File: src/hw/rtl/fwsk_pkg.sv
`timescale 1ns / 1ps
// Shared types, constants and helper functions of the four wheel steering kinematics block.
package fwsk_pkg;

	// field and datapath widths
	localparam int SPEED_FRAC_BITS = 16;
	localparam int LIN_SHIFT = SPEED_FRAC_BITS + 1;
	localparam int IN_W = 20;
	localparam int ANG_W = 15;
	localparam int SPD_W = 24;
	localparam int DIA_W = 17;
	localparam int LIM_W = 23;
	localparam int ADDR_W = 5;
	localparam int DATA_W = 32;
	localparam int EW = 40;
	localparam int CW = 45;
	localparam int MW = 42;
	localparam int ZW = 18;
	localparam int SW = 42;
	localparam int DVW = 40;
	localparam int HW = 40;
	localparam int PW = 64;
	localparam int CORD_STEPS = 14;
	localparam int SQRT_STEPS = 32;
	localparam int DIV_STEPS = DVW;

	// angle constants, radians Q4.13
	localparam logic signed [ZW-1:0] QUARTER_PI = 18'sd6434;
	localparam logic signed [ZW-1:0] THREE_QPI = 18'sd19302;
	localparam logic signed [ZW-1:0] HALF_PI = 18'sd12868;
	localparam logic signed [ZW-1:0] PI_ANG = 18'sd25736;
	localparam logic signed [ZW-1:0] TWO_PI = 18'sd51472;
	localparam logic signed [ZW-1:0] STEER_MAX = 18'sd16383;
	localparam logic signed [ZW-1:0] STEER_MIN = -18'sd16384;
	localparam logic signed [SW-1:0] SPEED_MAX = 42'sd8388607;
	localparam logic signed [SW-1:0] SPEED_MIN = -42'sd8388608;

	// reset values of the registers
	localparam logic [DIA_W-1:0] WHEEL_DIA_RST = 17'd9830;
	localparam logic [DIA_W-1:0] BODY_DIA_RST = 17'd32768;
	localparam logic [DIA_W-1:0] TRACK_RST = 17'd26214;
	localparam logic [LIM_W-1:0] SPEED_LIMIT_RST = 23'd655360;

	typedef enum logic [1:0] {
		MODE_STOP   = 2'd0,
		MODE_TRANS  = 2'd1,
		MODE_ROT    = 2'd2,
		MODE_SWIVEL = 2'd3
	} mode_t;

	typedef enum logic [2:0] {
		REG_DRIVE_MODE  = 3'd0,
		REG_WHEEL_DIA   = 3'd1,
		REG_BODY_DIA    = 3'd2,
		REG_TRACK       = 3'd3,
		REG_SPEED_LIMIT = 3'd4
	} reg_idx_t;

	typedef struct packed {
		mode_t             drive_mode;
		logic [DIA_W-1:0]  wheel_diameter;
		logic [DIA_W-1:0]  body_diameter;
		logic [DIA_W-1:0]  track_width;
		logic [LIM_W-1:0]  speed_limit;
	} cfg_t;

	typedef struct packed {
		logic             bad_command;
		logic [3:0][SPD_W-1:0] speed;
		logic [3:0][ANG_W-1:0] steer;
	} result_t;

	typedef struct packed {
		logic [ANG_W-1:0] steer;
		logic [SPD_W-1:0] speed;
	} wheel_t;

	// atan(2^-i) in Q4.13; later steps round to zero
	function automatic logic signed [ZW-1:0] atan_step(input logic [3:0] i);
		logic signed [ZW-1:0] a;
		unique case (i)
			4'd0:  a = QUARTER_PI;
			4'd1:  a = 18'sd3798;
			4'd2:  a = 18'sd2007;
			4'd3:  a = 18'sd1019;
			4'd4:  a = 18'sd511;
			4'd5:  a = 18'sd256;
			4'd6:  a = 18'sd128;
			4'd7:  a = 18'sd64;
			4'd8:  a = 18'sd32;
			4'd9:  a = 18'sd16;
			4'd10: a = 18'sd8;
			4'd11: a = 18'sd4;
			4'd12: a = 18'sd2;
			4'd13: a = 18'sd1;
			default: a = '0;
		endcase
		return a;
	endfunction

	// mounting offset of each wheel: fl, fr, bl, br
	function automatic logic signed [ZW-1:0] offset_angle(input logic [1:0] j);
		logic signed [ZW-1:0] o;
		unique case (j)
			2'd0: o = THREE_QPI;
			2'd1: o = QUARTER_PI;
			2'd2: o = -THREE_QPI;
			default: o = -QUARTER_PI;
		endcase
		return o;
	endfunction

	// reduce modulo 2pi, wrap to +-pi, flip by pi beyond +-pi/2, saturate
	function automatic wheel_t wrap_wheel(input logic signed [ZW-1:0] ang,
					      input logic signed [SW-1:0] spd);
		logic signed [ZW-1:0] r;
		logic signed [SW-1:0] s;
		wheel_t w;
		r = ang;
		s = spd;
		if (r >= TWO_PI) begin
			r = r - TWO_PI;
		end else if (r <= -TWO_PI) begin
			r = r + TWO_PI;
		end
		if (r > PI_ANG) begin
			r = r - TWO_PI;
		end else if (r < -PI_ANG) begin
			r = r + TWO_PI;
		end
		if (r > HALF_PI) begin
			r = r - PI_ANG;
			s = -s;
		end else if (r < -HALF_PI) begin
			r = r + PI_ANG;
			s = -s;
		end
		if (r > STEER_MAX) begin
			w.steer = STEER_MAX[ANG_W-1:0];
		end else if (r < STEER_MIN) begin
			w.steer = STEER_MIN[ANG_W-1:0];
		end else begin
			w.steer = r[ANG_W-1:0];
		end
		if (s > SPEED_MAX) begin
			w.speed = SPEED_MAX[SPD_W-1:0];
		end else if (s < SPEED_MIN) begin
			w.speed = SPEED_MIN[SPD_W-1:0];
		end else begin
			w.speed = s[SPD_W-1:0];
		end
		return w;
	endfunction

endpackage

File: src/hw/rtl/fwsk_regs.sv
`timescale 1ns / 1ps
// APB register file holding the configuration of the steering kinematics block.
module fwsk_regs (
	input  logic                          clk,
	input  logic                          arst_n,
	input  logic                          psel,
	input  logic                          penable,
	input  logic                          pwrite,
	input  logic [fwsk_pkg::ADDR_W-1:0]   paddr,
	input  logic [fwsk_pkg::DATA_W-1:0]   pwdata,
	output logic [fwsk_pkg::DATA_W-1:0]   prdata,
	output logic                          pready,
	output fwsk_pkg::cfg_t                cfg
);

	fwsk_pkg::cfg_t     cfg_q;
	fwsk_pkg::reg_idx_t idx;
	logic               wr_en;

	assign idx    = fwsk_pkg::reg_idx_t'(paddr[fwsk_pkg::ADDR_W-1:2]);
	assign pready = 1'b1;
	assign wr_en  = psel && penable && pwrite && pready;

	// register writes
	always_ff @(posedge clk or negedge arst_n) begin
		if (!arst_n) begin
			cfg_q.drive_mode     <= fwsk_pkg::MODE_STOP;
			cfg_q.wheel_diameter <= fwsk_pkg::WHEEL_DIA_RST;
			cfg_q.body_diameter  <= fwsk_pkg::BODY_DIA_RST;
			cfg_q.track_width    <= fwsk_pkg::TRACK_RST;
			cfg_q.speed_limit    <= fwsk_pkg::SPEED_LIMIT_RST;
		end else if (wr_en) begin
			unique case (idx)
				fwsk_pkg::REG_DRIVE_MODE:  cfg_q.drive_mode <= fwsk_pkg::mode_t'(pwdata[1:0]);
				fwsk_pkg::REG_WHEEL_DIA:   cfg_q.wheel_diameter <= pwdata[fwsk_pkg::DIA_W-1:0];
				fwsk_pkg::REG_BODY_DIA:    cfg_q.body_diameter <= pwdata[fwsk_pkg::DIA_W-1:0];
				fwsk_pkg::REG_TRACK:       cfg_q.track_width <= pwdata[fwsk_pkg::DIA_W-1:0];
				fwsk_pkg::REG_SPEED_LIMIT: cfg_q.speed_limit <= pwdata[fwsk_pkg::LIM_W-1:0];
				default: ;
			endcase
		end
	end

	// read mux
	always_comb begin
		unique case (idx)
			fwsk_pkg::REG_DRIVE_MODE:  prdata = fwsk_pkg::DATA_W'(cfg_q.drive_mode);
			fwsk_pkg::REG_WHEEL_DIA:   prdata = fwsk_pkg::DATA_W'(cfg_q.wheel_diameter);
			fwsk_pkg::REG_BODY_DIA:    prdata = fwsk_pkg::DATA_W'(cfg_q.body_diameter);
			fwsk_pkg::REG_TRACK:       prdata = fwsk_pkg::DATA_W'(cfg_q.track_width);
			fwsk_pkg::REG_SPEED_LIMIT: prdata = fwsk_pkg::DATA_W'(cfg_q.speed_limit);
			default:                   prdata = '0;
		endcase
	end

	assign cfg = cfg_q;

endmodule

File: config.mk
export PLATFORM = sky130hd
export DESIGN_NAME = fwsk_regs
export DESIGN_NICKNAME = d
export VERILOG_FILES = /design/src/hw/rtl/fwsk_pkg.sv /design/src/hw/rtl/fwsk_regs.sv
export SDC_FILE = /design/constraint.sdc
export NUM_CORES = 1
export LEC_CHECK = 0
export BUFFER_PORTS_ARGS = -buffer_cell sky130_fd_sc_hd__buf_2
export CORE_MARGIN = 5
export CORE_UTILIZATION = 52
export CTS_CLUSTER_SIZE = 16
export DETAILED_ROUTE_END_ITERATION = 12
export PLACE_DENSITY = 0.86
export SYNTH_ARGS = -nofsm -noshare
export SYNTH_HDL_FRONTEND = slang
export SYNTH_SLANG_ARGS = --single-unit
File: constraint.sdc
create_clock -name clk -period 3.5 [get_ports clk]
set_input_delay 1.05 -clock clk [delete_from_list [all_inputs] [get_ports clk]]
set_output_delay 1.05 -clock clk [all_outputs]
set_load 0.005 [all_outputs]
==> impl_metrics.csv <==
group,metric,value,unit
outcome,outcome,"complete, no violations",
timing,rsz0062_at_grt,"false",
final_layout,largest_reg_flops,76,
yosys,synth_compound_area_frac,0.0469,
clocking,worstSkewPairLatency,0.33,ns
yosys,synth-edff-count,0,
timing,max_freq,301,MHz
yosys,yosys_warnings,0,
clocking,clk_pin_slew,0.08,ns
hold_path,min_to,"cfg[21]$_DFFE_PN0P_",
pwr,peakVddDrop,0.316,mV
placement,place_area,0.00424,mm²
floorplanning,rows,30,
pwr,leakage,2.35,nW
route,routedWlPerCell,18.4,µm
clocking,ctsHtreeMaxLevel,3,
global_routing,use_met1,0.265,
yosys,netlist_top_cells_area,"dfrtp_1 (41%), mux2_2 (24%), dfstp_2 (13%), mux2i_1 (5.3%), a221o_1 (4.2%)",
hold_path,holdCritStartpoint,"cfg[21]$_DFFE_PN0P_",
final_layout,utilization,0.666,
pwr,cellPowerDensity,572,mW/mm²
worst_setup_path,path_delay_family,"simple AND/OR/NAND/NOR gates",
clocking,postCtsSetupRepairBufs,0,
worst_setup_path,crit_chain,"buf_2 -> nor3b_4 -> buf_4 -> a221o_1 -> buf_2",
worst_setup_path,timing.rr.end,"cfg[60]$_DFFE_PN0P_",
global_routing,busiest_layer,"met2",
hold_path,hold_depth,1,
worst_setup_path,crit_path_top_delay_cell,"nor3b_4",
placement,dp.cells,453,
timing,setup_viol,0,
yosys,synthCells,251,
floorplanning,boundaryPins,151,
global_routing,grt_use_met3,0.0398,
yosys,synth_top_family_by_area,"multiplexers",
yosys,synthAdderAreaFrac,0,
worst_setup_path,crit_top_cell,"buf_2",
worst_setup_path,cp.depth,5,
placement,hpwl,5.96,mm
timing,tightest_slew,0.934,ns
global_routing,grt_max_degree,77,
clocking,tritoncts,"built",
timing,hold_viol_final,0,
worst_setup_path,reg2reg_setup_slack,2.70,ns
clocking,cts_sinks,76,
final_layout,stdcell_count,469,
floorplanning,core,0.00676,mm²
yosys,yosys_most_used_dff,"dfrtp_1",
final_layout,layout.nets,426,
yosys,yosys.area_share.simple,0.0701,
global_routing,grt_use_total,0.204,
worst_setup_path,max_stage_delay,0.59,ns
route,drc,0,
timing,clock_skew,0,ns
floorplanning,initial_core_util,0.529,
timing,final.min_clock_period,3.32,ns
global_routing,overflow,0,
global_routing,grt_pass1_vias,2611,
worst_setup_path,end_kind,"primary output",
route,vias,2536,
yosys,muxShareOfSynthArea,0.293,
flow_run,cap_violations,0,
final_layout,antennaDiodeCount,0,
placement,port_buffers,129,
clocking,cts_buffers,9,
yosys,synth-seq-cells,76,
worst_setup_path,critPathKind,"primary input to primary output",
floorplanning,dieHeight,92.9,µm
floorplanning,dieWidth,92.9,µm
clocking,clock_path_buffers,2,
timing,relSlewSlack,0.377,
worst_setup_path,path_buf_inv,3,
route,drtIter0Drc,93,
worst_setup_path,arrival,2.27,ns
route,drt_first_pass_iters,4,
yosys,avgSynthCellArea,14.2,µm²
yosys,synth_most_common_cell,"mux2_2",
global_routing,grt_pass1_wl,13.7,mm
final_layout,drive_above_1_share,0.656,
hold_path,hold_class,"flop to flop",
global_routing,grtUsageMet2,0.338,
floorplanning,die-area,0.00863,mm²
worst_setup_path,startpoint_type,"primary input",
timing,setup_ws,0.176,ns
placement,pre_cts_ws,-0.0610,ns
timing,period_share,0.950,
yosys,synthArstFlopShare,1.00,
route,routed_wl,8.63,mm
global_routing,antenna_found_initial,0,
yosys,synthXorXnorAreaFrac,0,
clocking,root_buffer,"clkbuf_8",
route,vias_per_cell,5.41,
yosys,synth.distinct_cells,24,
worst_setup_path,cp_max_fo,11,
yosys,ys_seq_area_frac,0.539,
final_layout,syn2layout_area_growth,26.0,%
route,ant_nets,0,
final_layout,final_area,0.00450,mm²
timing,finalMaxSlewViolations,0,
yosys,synth_top_area_frac,0.406,
placement,gp_congestion,0.784,
worst_setup_path,rr_worst_depth,1,
worst_setup_path,critical_path_required,2.45,ns
yosys,yosys.area.top_type,"dfrtp_1",
yosys,syn_area,0.00357,mm²
yosys,ys_top_cells_by_count,"mux2_2 (75), dfrtp_1 (58), mux2i_1 (19)",
worst_setup_path,r2r-start,"cfg[60]$_DFFE_PN0P_",
[power by group]
part	switching, mW	internal (mW)	total (mW)
logic	0.232	0.317	0.549
registers	0.128	1.08	1.21
clock network	0.307	0.512	0.819
[metal layers]
metal  vias to the layer above  wire length [µm]
met4                         0                98
met5                         -                 0
met2                        89              4320
met3                         7               537
li1                       1158                 -
met1                      1282              3680
[per-stage QoR]
stage | power (mW) | hold slack [ns] | TNS, ns
after floorplan | 1.48 | 0.507 | 0
after global placement | 1.75 | 0.496 | -0.303
after detailed placement | 1.78 | 0.510 | -0.270
after CTS | 2.60 | 0.531 | 0
after global routing | 2.72 | 0.549 | 0
final | 2.58 | 0.530 | 0
[timing repair]
item	4_1_cts	5_1_grt
gates resized for setup	1	0
hold buffers	0	0
endpoints found under the setup margin	5	0
[cell families (layout without fill, tap and decap cells)]
group	after synthesis	in the layout
AOI/OAI and AO/OA	17	17
buffers and inverters	24	154
muxes	95	95
and+or+nand+nor	37	37
DFF	76	76
other	2	10
[cells in the final DEF (no fill, tap or decap), types with 2 or more instances in the layout]
| cell type | count |
|---|---|
| a221o_1 | 15 |
| nand2b_1 | 2 |
| buf_4 | 10 |
| and2_1 | 6 |
| nor2_1 | 17 |
| nor2_2 | 2 |
| bufinv_16 | 3 |
| nor3_1 | 2 |
| mux2_2 | 75 |
| a211o_1 | 2 |
| dfrtp_1 | 58 |
| conb_1 | 10 |
| buf_2 | 128 |
| clkbuf_8 | 11 |
| mux2i_1 | 19 |
| dfstp_2 | 18 |
[final cells by class]
type | count | area (µm²)
fill | 524 | 2260
sequential | 76 | 1920
multi-input combinational | 159 | 1510
timing repair buffer | 138 | 716
clock buffer | 12 | 155
tap | 80 | 100
clock inverter | 4 | 95.1
[worst max-delay path by stage]
stage                  to      from  slack, ns
5_1_grt        prdata[11]  paddr[4]       0.10
2_1_floorplan  prdata[11]  paddr[4]       0.45
3_3_place_gp   prdata[11]  paddr[4]      -0.06
4_1_cts        prdata[11]  paddr[4]       0.16
6_report       prdata[11]  paddr[4]       0.18
3_5_place_dp   prdata[11]  paddr[4]      -0.06
Power figures use the tool's default switching activity.
